## src/design/sha_pkg.sv

```systemverilog
// ----------------------------------------------------------------------------
// sha_pkg: shared constants, types and functions of the SHA-256 hasher
// Holds the round constants, the initial hash values, the sigma functions and
// the command structs that the sequencer sends to the datapath modules.
// ----------------------------------------------------------------------------
`default_nettype none

package sha_pkg;

	localparam logic [31:0] ROUND_K [64] = '{
		32'h428a2f98, 32'h71374491, 32'hb5c0fbcf, 32'he9b5dba5,
		32'h3956c25b, 32'h59f111f1, 32'h923f82a4, 32'hab1c5ed5,
		32'hd807aa98, 32'h12835b01, 32'h243185be, 32'h550c7dc3,
		32'h72be5d74, 32'h80deb1fe, 32'h9bdc06a7, 32'hc19bf174,
		32'he49b69c1, 32'hefbe4786, 32'h0fc19dc6, 32'h240ca1cc,
		32'h2de92c6f, 32'h4a7484aa, 32'h5cb0a9dc, 32'h76f988da,
		32'h983e5152, 32'ha831c66d, 32'hb00327c8, 32'hbf597fc7,
		32'hc6e00bf3, 32'hd5a79147, 32'h06ca6351, 32'h14292967,
		32'h27b70a85, 32'h2e1b2138, 32'h4d2c6dfc, 32'h53380d13,
		32'h650a7354, 32'h766a0abb, 32'h81c2c92e, 32'h92722c85,
		32'ha2bfe8a1, 32'ha81a664b, 32'hc24b8b70, 32'hc76c51a3,
		32'hd192e819, 32'hd6990624, 32'hf40e3585, 32'h106aa070,
		32'h19a4c116, 32'h1e376c08, 32'h2748774c, 32'h34b0bcb5,
		32'h391c0cb3, 32'h4ed8aa4a, 32'h5b9cca4f, 32'h682e6ff3,
		32'h748f82ee, 32'h78a5636f, 32'h84c87814, 32'h8cc70208,
		32'h90befffa, 32'ha4506ceb, 32'hbef9a3f7, 32'hc67178f2
	};

	localparam logic [31:0] INIT_H [8] = '{
		32'h6a09e667, 32'hbb67ae85, 32'h3c6ef372, 32'ha54ff53a,
		32'h510e527f, 32'h9b05688c, 32'h1f83d9ab, 32'h5be0cd19
	};

	localparam logic [7:0] PAD_BYTE      = 8'h80;
	localparam logic [5:0] LAST_FILL     = 6'd63;
	localparam logic [5:0] SPILL_FILL    = 6'd56;
	localparam logic [5:0] LAST_ROUND    = 6'd63;
	localparam logic [2:0] LAST_WORD_IDX = 3'd7;
	localparam logic [3:0] LEN_HI_WORD   = 4'd14;
	localparam logic [3:0] LEN_LO_WORD   = 4'd15;

	// Commands to the message schedule window.
	typedef struct packed {
		logic       step;
		logic       wr_byte;
		logic       clr_tail;
		logic       zero_all;
		logic       wr_len;
		logic [5:0] fill;
		logic [7:0] data;
	} sched_cmd_t;

	// Commands to the round and chaining datapath.
	typedef struct packed {
		logic       init;
		logic       load;
		logic       step;
		logic       update;
		logic [5:0] rnd;
		logic [2:0] sel;
	} core_cmd_t;

	function automatic logic [31:0] rotr(input logic [31:0] x, input int unsigned n);
		return (x >> n) | (x << (32 - n));
	endfunction

	function automatic logic [31:0] small_sigma0(input logic [31:0] x);
		return rotr(x, 7) ^ rotr(x, 18) ^ (x >> 3);
	endfunction

	function automatic logic [31:0] small_sigma1(input logic [31:0] x);
		return rotr(x, 17) ^ rotr(x, 19) ^ (x >> 10);
	endfunction

	function automatic logic [31:0] big_sigma0(input logic [31:0] x);
		return rotr(x, 2) ^ rotr(x, 13) ^ rotr(x, 22);
	endfunction

	function automatic logic [31:0] big_sigma1(input logic [31:0] x);
		return rotr(x, 6) ^ rotr(x, 11) ^ rotr(x, 25);
	endfunction

endpackage

`default_nettype wire

```

## src/design/sha256_stream_hasher.sv

```systemverilog
// ----------------------------------------------------------------------------
// sha256_stream_hasher: SHA-256 over a byte stream
// Takes one optional message byte per transfer, compresses each full 64-byte
// block, pads on the end mark and returns the eight digest words.
// ----------------------------------------------------------------------------
//
//   Channel  | Handshake                  | Payload
//   ---------+----------------------------+-------------------------------------
//   message  | msg_valid / msg_ready      | msg_byte, has_byte, is_last
//   digest   | digest_valid / digest_ready| digest_word, word_index, last_word
//
// A byte that does not complete a block leaves the hasher idle, and msg_ready
// stays high. A byte that completes a block is followed by 64 rounds on the
// single shared round unit and an update that adds the result into the
// chaining words. An end mark adds a padding step and a compression, plus the
// compression of a length-only block when the tail holds 56 or more bytes,
// and then eight digest transfers at one per cycle while digest_ready is high.
// After reset the chaining words hold the initial hash values and the byte
// and bit counts are zero; there is no clearing pass. A stalled digest holds
// the block in the digest phase and msg_ready stays low until the last word
// is taken.
// ----------------------------------------------------------------------------
`default_nettype none

module sha256_stream_hasher (
	input  logic        clk,
	input  logic        arst_n,
	input  logic        msg_valid,
	output logic        msg_ready,
	input  logic [7:0]  msg_byte,
	input  logic        has_byte,
	input  logic        is_last,
	output logic        digest_valid,
	input  logic        digest_ready,
	output logic [31:0] digest_word,
	output logic [2:0]  word_index,
	output logic        last_word
);
	import sha_pkg::*;

	// Sequencer states, one-hot.
	typedef enum logic [5:0] {
		ST_IDLE  = 6'b000001,
		ST_PAD   = 6'b000010,
		ST_ROUND = 6'b000100,
		ST_UPD   = 6'b001000,
		ST_LEN   = 6'b010000,
		ST_OUT   = 6'b100000
	} state_t;

	state_t      state_q;
	state_t      state_d;
	logic [5:0]  fill_q;
	logic [63:0] bit_count_q;
	logic [5:0]  rnd_q;
	logic [2:0]  out_idx_q;
	logic        pad_pend_q;   // end mark arrived with the byte that filled a block
	logic        spill_q;      // padding spilled; a length-only block follows
	logic        final_q;      // the block in flight is the last of the message

	logic        msg_xfer;
	logic        digest_xfer;
	logic        block_full;
	logic        spill;
	sched_cmd_t  sched_cmd;
	core_cmd_t   core_cmd;
	logic [31:0] sched_wt;

	assign msg_ready    = (state_q == ST_IDLE);
	assign digest_valid = (state_q == ST_OUT);
	assign msg_xfer     = msg_valid && msg_ready;
	assign digest_xfer  = digest_valid && digest_ready;
	assign block_full   = has_byte && (fill_q == LAST_FILL);
	assign spill        = (fill_q >= SPILL_FILL);

	assign word_index   = out_idx_q;
	assign last_word    = (out_idx_q == LAST_WORD_IDX);

	// Next state and the commands to the schedule window and round unit.
	always_comb begin
		state_d   = state_q;
		sched_cmd = '0;
		core_cmd  = '0;
		sched_cmd.fill = fill_q;
		sched_cmd.data = msg_byte;
		core_cmd.rnd   = rnd_q;
		core_cmd.sel   = out_idx_q;
		unique case (state_q)
			ST_IDLE: begin
				if (msg_xfer) begin
					sched_cmd.wr_byte = has_byte;
					if (block_full) begin
						core_cmd.load = 1'b1;
						state_d = ST_ROUND;
					end else if (is_last) begin
						state_d = ST_PAD;
					end
				end
			end
			ST_PAD: begin
				// The end marker byte, a cleared tail and, when it fits, the length.
				sched_cmd.wr_byte  = 1'b1;
				sched_cmd.data     = PAD_BYTE;
				sched_cmd.clr_tail = 1'b1;
				sched_cmd.wr_len   = !spill;
				core_cmd.load      = 1'b1;
				state_d = ST_ROUND;
			end
			ST_ROUND: begin
				sched_cmd.step = 1'b1;
				core_cmd.step  = 1'b1;
				if (rnd_q == LAST_ROUND) begin
					state_d = ST_UPD;
				end
			end
			ST_UPD: begin
				core_cmd.update = 1'b1;
				priority if (final_q) begin
					state_d = ST_OUT;
				end else if (spill_q) begin
					state_d = ST_LEN;
				end else if (pad_pend_q) begin
					state_d = ST_PAD;
				end else begin
					state_d = ST_IDLE;
				end
			end
			ST_LEN: begin
				sched_cmd.zero_all = 1'b1;
				sched_cmd.wr_len   = 1'b1;
				core_cmd.load      = 1'b1;
				state_d = ST_ROUND;
			end
			ST_OUT: begin
				if (digest_xfer && last_word) begin
					core_cmd.init = 1'b1;
					state_d = ST_IDLE;
				end
			end
			default: begin
				state_d = ST_IDLE;
			end
		endcase
	end

	always_ff @(posedge clk or negedge arst_n) begin
		if (!arst_n) begin
			state_q     <= ST_IDLE;
			fill_q      <= '0;
			bit_count_q <= '0;
			rnd_q       <= '0;
			out_idx_q   <= '0;
			pad_pend_q  <= 1'b0;
			spill_q     <= 1'b0;
			final_q     <= 1'b0;
		end else begin
			state_q <= state_d;
			if (msg_xfer) begin
				if (has_byte) begin
					fill_q      <= fill_q + 6'd1;
					bit_count_q <= bit_count_q + 64'd8;
				end
				pad_pend_q <= block_full && is_last;
			end
			if (state_q == ST_PAD) begin
				spill_q <= spill;
				final_q <= !spill;
			end
			if (state_q == ST_LEN) begin
				spill_q <= 1'b0;
				final_q <= 1'b1;
			end
			if ((state_q == ST_UPD) && !final_q && !spill_q) begin
				pad_pend_q <= 1'b0;
			end
			if (state_q == ST_ROUND) begin
				rnd_q <= rnd_q + 6'd1;
			end
			if (digest_xfer) begin
				out_idx_q <= out_idx_q + 3'd1;
				if (last_word) begin
					fill_q      <= '0;
					bit_count_q <= '0;
					final_q     <= 1'b0;
				end
			end
		end
	end

	sha_sched u_sched (
		.clk (clk),
		.cmd (sched_cmd),
		.len (bit_count_q),
		.wt  (sched_wt)
	);

	sha_core u_core (
		.clk    (clk),
		.arst_n (arst_n),
		.cmd    (core_cmd),
		.wt     (sched_wt),
		.word   (digest_word)
	);

`ifndef NO_ASSERTIONS
	a_ready_excl: assert property (@(posedge clk) disable iff (!arst_n)
		!(msg_ready && digest_valid))
		else $error("message and digest sides active together");

	a_block_starts: assert property (@(posedge clk) disable iff (!arst_n)
		(msg_xfer && block_full) |=> (state_q == ST_ROUND))
		else $error("full block did not start compression");

	a_round_idle: assert property (@(posedge clk) disable iff (!arst_n)
		(rnd_q != 6'd0) |-> (state_q == ST_ROUND))
		else $error("round counter left nonzero outside compression");

	a_digest_done: assert property (@(posedge clk) disable iff (!arst_n)
		(digest_xfer && last_word) |=> (msg_ready && (fill_q == 6'd0)
			&& (bit_count_q == 64'd0)))
		else $error("hasher not restarted after the final digest word");
`endif

endmodule

`default_nettype wire

```

## src/design/sha_sched.sv

```systemverilog
// ----------------------------------------------------------------------------
// sha_sched: message block and rolling schedule window
// Sixteen words that collect message bytes and padding, then shift once per
// round while the expanded schedule word enters at the tail.
// ----------------------------------------------------------------------------
`default_nettype none

module sha_sched (
	input  logic                clk,
	input  sha_pkg::sched_cmd_t cmd,
	input  logic [63:0]         len,
	output logic [31:0]         wt
);
	import sha_pkg::*;

	logic [31:0] win_q    [16];
	logic [31:0] shift_in [16];
	logic [31:0] byte_val [16];
	logic [31:0] next_w;
	logic [3:0]  idx;
	logic [1:0]  pos;

	assign idx    = cmd.fill[5:2];
	assign pos    = cmd.fill[1:0];
	assign next_w = small_sigma1(win_q[14]) + win_q[9] + small_sigma0(win_q[1]) + win_q[0];
	assign wt     = win_q[0];

	always_comb begin
		for (int i = 0; i < 15; i++) begin
			shift_in[i] = win_q[i + 1];
		end
		shift_in[15] = next_w;
	end

	// A byte lands in its lane; the first byte of a word clears the other lanes.
	always_comb begin
		for (int i = 0; i < 16; i++) begin
			byte_val[i] = win_q[i];
			for (int j = 0; j < 4; j++) begin
				if (pos == 2'(j)) begin
					byte_val[i][31 - 8 * j -: 8] = cmd.data;
				end else if (pos == 2'd0) begin
					byte_val[i][31 - 8 * j -: 8] = 8'h00;
				end
			end
		end
	end

	always_ff @(posedge clk) begin
		for (int i = 0; i < 16; i++) begin
			if (cmd.step) begin
				win_q[i] <= shift_in[i];
			end else if (cmd.wr_len && (4'(i) == LEN_HI_WORD)) begin
				win_q[i] <= len[63:32];
			end else if (cmd.wr_len && (4'(i) == LEN_LO_WORD)) begin
				win_q[i] <= len[31:0];
			end else if (cmd.zero_all) begin
				win_q[i] <= '0;
			end else if (cmd.wr_byte && (idx == 4'(i))) begin
				win_q[i] <= byte_val[i];
			end else if (cmd.clr_tail && (idx < 4'(i))) begin
				win_q[i] <= '0;
			end
		end
	end

endmodule

`default_nettype wire

```

## src/design/sha_core.sv

```systemverilog
// ----------------------------------------------------------------------------
// sha_core: compression round unit and chaining words
// One SHA-256 round per step over the working words a..h, plus the chaining
// words that the block result is added into and the digest is read from.
// ----------------------------------------------------------------------------
`default_nettype none

module sha_core (
	input  logic               clk,
	input  logic               arst_n,
	input  sha_pkg::core_cmd_t cmd,
	input  logic [31:0]        wt,
	output logic [31:0]        word
);
	import sha_pkg::*;

	logic [31:0] chain_q [8];
	logic [31:0] work_q  [8];
	logic [31:0] ch;
	logic [31:0] mj;
	logic [31:0] t1;
	logic [31:0] t2;

	assign ch = (work_q[4] & work_q[5]) ^ (~work_q[4] & work_q[6]);
	assign mj = (work_q[0] & work_q[1]) ^ (work_q[0] & work_q[2]) ^ (work_q[1] & work_q[2]);
	assign t1 = work_q[7] + big_sigma1(work_q[4]) + ch + ROUND_K[cmd.rnd] + wt;
	assign t2 = big_sigma0(work_q[0]) + mj;

	always_ff @(posedge clk or negedge arst_n) begin
		if (!arst_n) begin
			chain_q <= INIT_H;
		end else if (cmd.init) begin
			chain_q <= INIT_H;
		end else if (cmd.update) begin
			for (int i = 0; i < 8; i++) begin
				chain_q[i] <= chain_q[i] + work_q[i];
			end
		end
	end

	always_ff @(posedge clk) begin
		if (cmd.load) begin
			work_q <= chain_q;
		end else if (cmd.step) begin
			work_q[7] <= work_q[6];
			work_q[6] <= work_q[5];
			work_q[5] <= work_q[4];
			work_q[4] <= work_q[3] + t1;
			work_q[3] <= work_q[2];
			work_q[2] <= work_q[1];
			work_q[1] <= work_q[0];
			work_q[0] <= t1 + t2;
		end
	end

	assign word = chain_q[cmd.sel];

endmodule

`default_nettype wire
```

## config.mk

```make
export PLATFORM = sky130hd
export DESIGN_NAME = sha256_stream_hasher
export DESIGN_NICKNAME = d
export VERILOG_FILES = /design/src/design/sha_pkg.sv /design/src/design/sha256_stream_hasher.sv /design/src/design/sha_sched.sv /design/src/design/sha_core.sv
export SDC_FILE = /design/constraint.sdc
export NUM_CORES = 2
export LEC_CHECK = 0
export BUFFER_PORTS_ARGS = -buffer_cell sky130_fd_sc_hd__buf_2
export CAP_MARGIN = 10
export CELL_PAD_IN_SITES_DETAIL_PLACEMENT = 0
export CELL_PAD_IN_SITES_GLOBAL_PLACEMENT = 1
export CORE_ASPECT_RATIO = 0.8
export CORE_MARGIN = 4
export CORE_UTILIZATION = 47
export DETAILED_ROUTE_END_ITERATION = 12
export PLACE_DENSITY = 0.83
export SLEW_MARGIN = 40
export SYNTH_ARGS = -nofsm -noshare
export SYNTH_HDL_FRONTEND = slang
export SYNTH_SLANG_ARGS = --single-unit
export TNS_END_PERCENT = 100
```

## constraint.sdc

```tcl
create_clock -name clk -period 9.1 [get_ports clk]
set_input_delay 0.455 -clock clk [delete_from_list [all_inputs] [get_ports clk]]
set_output_delay 0.455 -clock clk [all_outputs]
set_load 0.05 [all_outputs]
```

==> run summary <==
The number of nets in the layout came out at 8576. On the final layout, the worst clock skew is 0.09372 ns. The floorplan step defined a core boundary enclosing 162400 um^2.

STA classifies the critical path startpoint as a flip-flop. The proportion of synthesized area in mux cells came out at 6.052%. The first-pass iteration count of the detailed router is 8.

The aggregate global routing overflow is 0. After legalization and detailed placement, the total HPWL measured 206200 um. The critical path in this run is classified as reg -> reg. The required time at the endpoint of the critical path is 9.58 ns.

The routed layout has 63956 vias. The number of sinks on the clock net is 1109. The site row count is 132.

The number of levels in the clock H-tree is 3. The area enclosed by the die boundary is 170300 um^2. On the critical path, the stage with the largest delay is an instance of sky130_fd_sc_hd__fa_1. In the final layout, the share of cells above drive strength 1 is 15.14%.

For this run, the total global-route usage over all layers was measured as 31.81%. Once the floorplan was initialized, standard cells occupied 47.39% of the core. Counting flops with a built-in enable in the synthesized netlist gives 768.

The number of warnings issued by yosys came out at 0. The post-route cell area came out at 85540 um^2. For this block, the routed nets add up to 278200 um of wire. Clock tree synthesis selected as its root buffer the cell sky130_fd_sc_hd__clkbuf_16. The most critical setup path has its endpoint at u_core.work_q[255]. The largest net degree at the start of global routing is 146. The flow ran to the end, and the final reports show no timing, DRC or antenna violations. The reg-to-reg critical path endpoint is u_core.work_q[255].

The async set-reset flop share out of synthesis is 30.75%. The total nets after synthesis is 8532. The worst reg2reg path depth is 43. The count of buffers inserted at the top-level ports came out at 51.

The count of cell instances traversed by the critical path is 43. The number of top-level pins is 52. The cell family contributing the most delay on the critical path is compound AO/OA/AOI/OAI gates.

The synthesized netlist occupies a cell area of 76930 um^2. The cell type with the highest occurrence count on the critical path is sky130_fd_sc_hd__inv_1. The simple-gate share of the synthesized area is 13.11%. The post-route minimum period came out at 8.895 ns. The compound-gate portion of the synthesized area is 16.60%. For the pin with the worst max-slew slack, the measured transition is 0.9687 ns.

Yosys attributes the largest share of cell area to sky130_fd_sc_hd__edfxtp_1, sky130_fd_sc_hd__dfrtp_1, sky130_fd_sc_hd__ha_1. The post-detailed-route via-to-cell ratio came out at 6.259. The worst-path maximum fanout is 8.

The total of endpoints with negative setup slack in the final report came out at 0. TritonCTS built the clock tree. The number of global-route vias before repair came out at 58979. The share of Yosys cell area claimed by the top area cell type came out at 29.98%. The final-report max-slew violation count came to 0.

The main flop type after synthesis is sky130_fd_sc_hd__edfxtp_1. The worst path uses 97.75% of the clock period. The mean instance size in the synthesized netlist came out at 9.706 um^2. After synthesis the netlist holds a flip-flop and latch count of 1109.

The adder-cell share of the synthesized area is 11.57%. The routed wire length per instance came out at 27.23 um. The first-pass GRT wire length is 403200 um. The biggest area contributor in the post-synthesis netlist is sky130_fd_sc_hd__edfxtp_1. The total CTS buffers came out at 119. The DRC violation count after routing is 0. The tightest slew margin relative to the limit is 34.74%. The clock latency on the worst-skew pair came out at 0.81 ns. The area growth from synthesis to layout is 11.19%. The floorplan die height came out at 369.9 um. The count of buffer and inverter cells on the critical path is 12. The startpoint of the worst-slack reg-to-reg timing path is rnd_q[1]. The share of the synthesized netlist area taken by xor and xnor gates is 7.385%. The final estimated routing congestion in global placement is 1.011.

The post-synthesis instance total is 7926. The clock tree buffer depth is 3. The setup slack on the worst flop-to-flop path came out at 0.20 ns. The post-detailed-route count of antenna-violating nets is 0. The number of distinct standard cells referenced by the synthesized netlist is 99. The number of antenna violations at the first check in global routing came to 4. The maximum operating frequency is 0.1124 GHz. The critical path starts at rnd_q[1]. The capturing element type of the critical path is a flip-flop.

The number of maximum-capacitance violations is 0. The die width came out at 460.3 um. The sequential element share of the synthesized area came out at 41.29%. The path class of the tightest hold or removal check is in -> async. The iteration-0 DRC count of the detailed router is 8621.

At the worst endpoint, the arrival time is 9.38 ns. The critical path's largest stage delay came out at 0.53 ns. The count of endpoints failing hold in the final timing report is 0. The clock transition at the registers of the reported paths came out at 0.06 ns. The total placed instance area came out at 81110 um^2.

After synthesis, the largest family of logic cells by area is compound AO/OA/AOI/OAI gates.
kinds of logic (layout without fill, tap and decap cells):
group	after synthesis	count (layout)
AOI/OAI and AO/OA	2103	2103
xor gates and xnor gates	647	647
and+or+nand+nor	2318	2318
buffers and inverters	808	955
muxes	346	346
DFF	1109	1109
other	0	1
adders and majority gates	595	595
through the flow:
step / hold slack [ns] / TNS [ns] / setup slack [ns] / std cells / utilization, %
floorplan: 0.1594 / 0 / 0.3949 / 7926 / -
global placement: 0.4888 / -0.06739 / -0.06739 / 9982 / 49.78
detailed placement: 0.4982 / -0.05185 / -0.05185 / 9986 / 49.96
CTS: 0.2381 / 0 / 0.002001 / 10214 / 52.44
global route: 0.09860 / -0.06293 / -0.05472 / 10217 / 52.69
finish: 0.1039 / 0 / 0.2047 / 10218 / 52.69
worst reg2reg max path, delay by kind of cell (launching register included):
kind / cells / cell delay [ns]
buffers and inverters: 12 / 1.43
adders and majority gates: 8 / 2.63
DFF: 1 / 0.37
and+or+nand+nor: 7 / 0.91
AOI/OAI and AO/OA: 13 / 2.87
xor gates and xnor gates: 3 / 0.42
registers in the layout, indices dropped and copies added, names as in the netlist, 3 cells and up:
name            count
u_sched.win_q     512
u_core.chain_q    256
u_core.work_q     256
bit_count_q        61
fill_q              6
rnd_q               6
state_q             6
word_index          3
timing repair:
item,CTS,global route
setup buffers,0,1
resized for setup,6,50
hold buffers,4,0
setup endpoints to repair,3,13
pin swaps,0,11
hold endpoints to repair,35,0
cell usage in the layout, fill, tap and decap left out, types with 69 or more instances in the layout:
cell type	netlist	layout
sky130_fd_sc_hd__xnor2_1	389	384
sky130_fd_sc_hd__clkbuf_16	0	119
sky130_fd_sc_hd__a31oi_1	372	369
sky130_fd_sc_hd__nor2_1	1093	1075
sky130_fd_sc_hd__nand3_1	164	160
sky130_fd_sc_hd__xor2_1	257	255
sky130_fd_sc_hd__mux4_2	70	70
sky130_fd_sc_hd__and3_1	71	69
sky130_fd_sc_hd__inv_1	340	340
sky130_fd_sc_hd__a21oi_1	546	500
sky130_fd_sc_hd__o21ai_0	567	558
sky130_fd_sc_hd__mux2_2	253	253
sky130_fd_sc_hd__a21o_1	193	193
sky130_fd_sc_hd__fa_1	195	194
sky130_fd_sc_hd__nor3_1	103	100
sky130_fd_sc_hd__nand2b_1	70	69
sky130_fd_sc_hd__dfrtp_1	204	198
sky130_fd_sc_hd__nand2_1	598	563
sky130_fd_sc_hd__dfstp_2	137	137
sky130_fd_sc_hd__buf_4	4	310
sky130_fd_sc_hd__ha_1	397	394
sky130_fd_sc_hd__edfxtp_1	768	768
area by class of cell:
type / instances / area [um^2]
Timing Repair Buffer: 389 / 3042
Sequential cell: 1109 / 31780
Clock buffer: 167 / 3308
Tap cell: 2144 / 2683
Fill cell: 14431 / 76810
Inverter: 342 / 1284
Multi-Input combinational cell: 6009 / 42780
Antenna cell: 1 / 2.502
Clock inverter: 57 / 655.6
metal layers:
layer	GRT usage, %	wire length (um)
met1	50.99	128500
met2	41.75	108400
met3	8.919	34820
met4	6.898	6535
met5	0	0
how the worst min path moves through the flow:
| stage | end | slack (ns) | cells after the start |
|---|---|---|---|
| finish | u_core.chain_q[193] | 0.10 | 2 |
| CTS | state_q[3] | 0.24 | 4 |
| global placement | u_core.chain_q[191] | 0.49 | 1 |
| floorplan | bit_count_q[10] | 0.16 | 0 |
| global route | u_core.chain_q[193] | 0.1 | 2 |
| detailed placement | u_core.chain_q[191] | 0.50 | 1 |
Yosys cell counts (all sizes together) (23+ instances only):
cell and instances:
a21o 195, and3 72, nand2b 70, nand3 165, o211ai 24, a211oi 41
or3 35, o21ai 573, dfrtp 204, o22ai 34, nor3 104, o21bai 58
nand4 28, xor2 257, buf 76, a21oi 548, nor2b 56, edfxtp 768
and2 38, clkbuf 390, mux2i 23, inv 341, o21a 51, a31oi 372
o31ai 23, ha 397, mux4 70, fa 195, dfstp 137, nand2 598
xnor2 389, nor2 1094, mux2 253
Power is left out: the tool's default activity adds up to more than one toggle a clock period on the data nets, which glitch-free logic cannot reach.
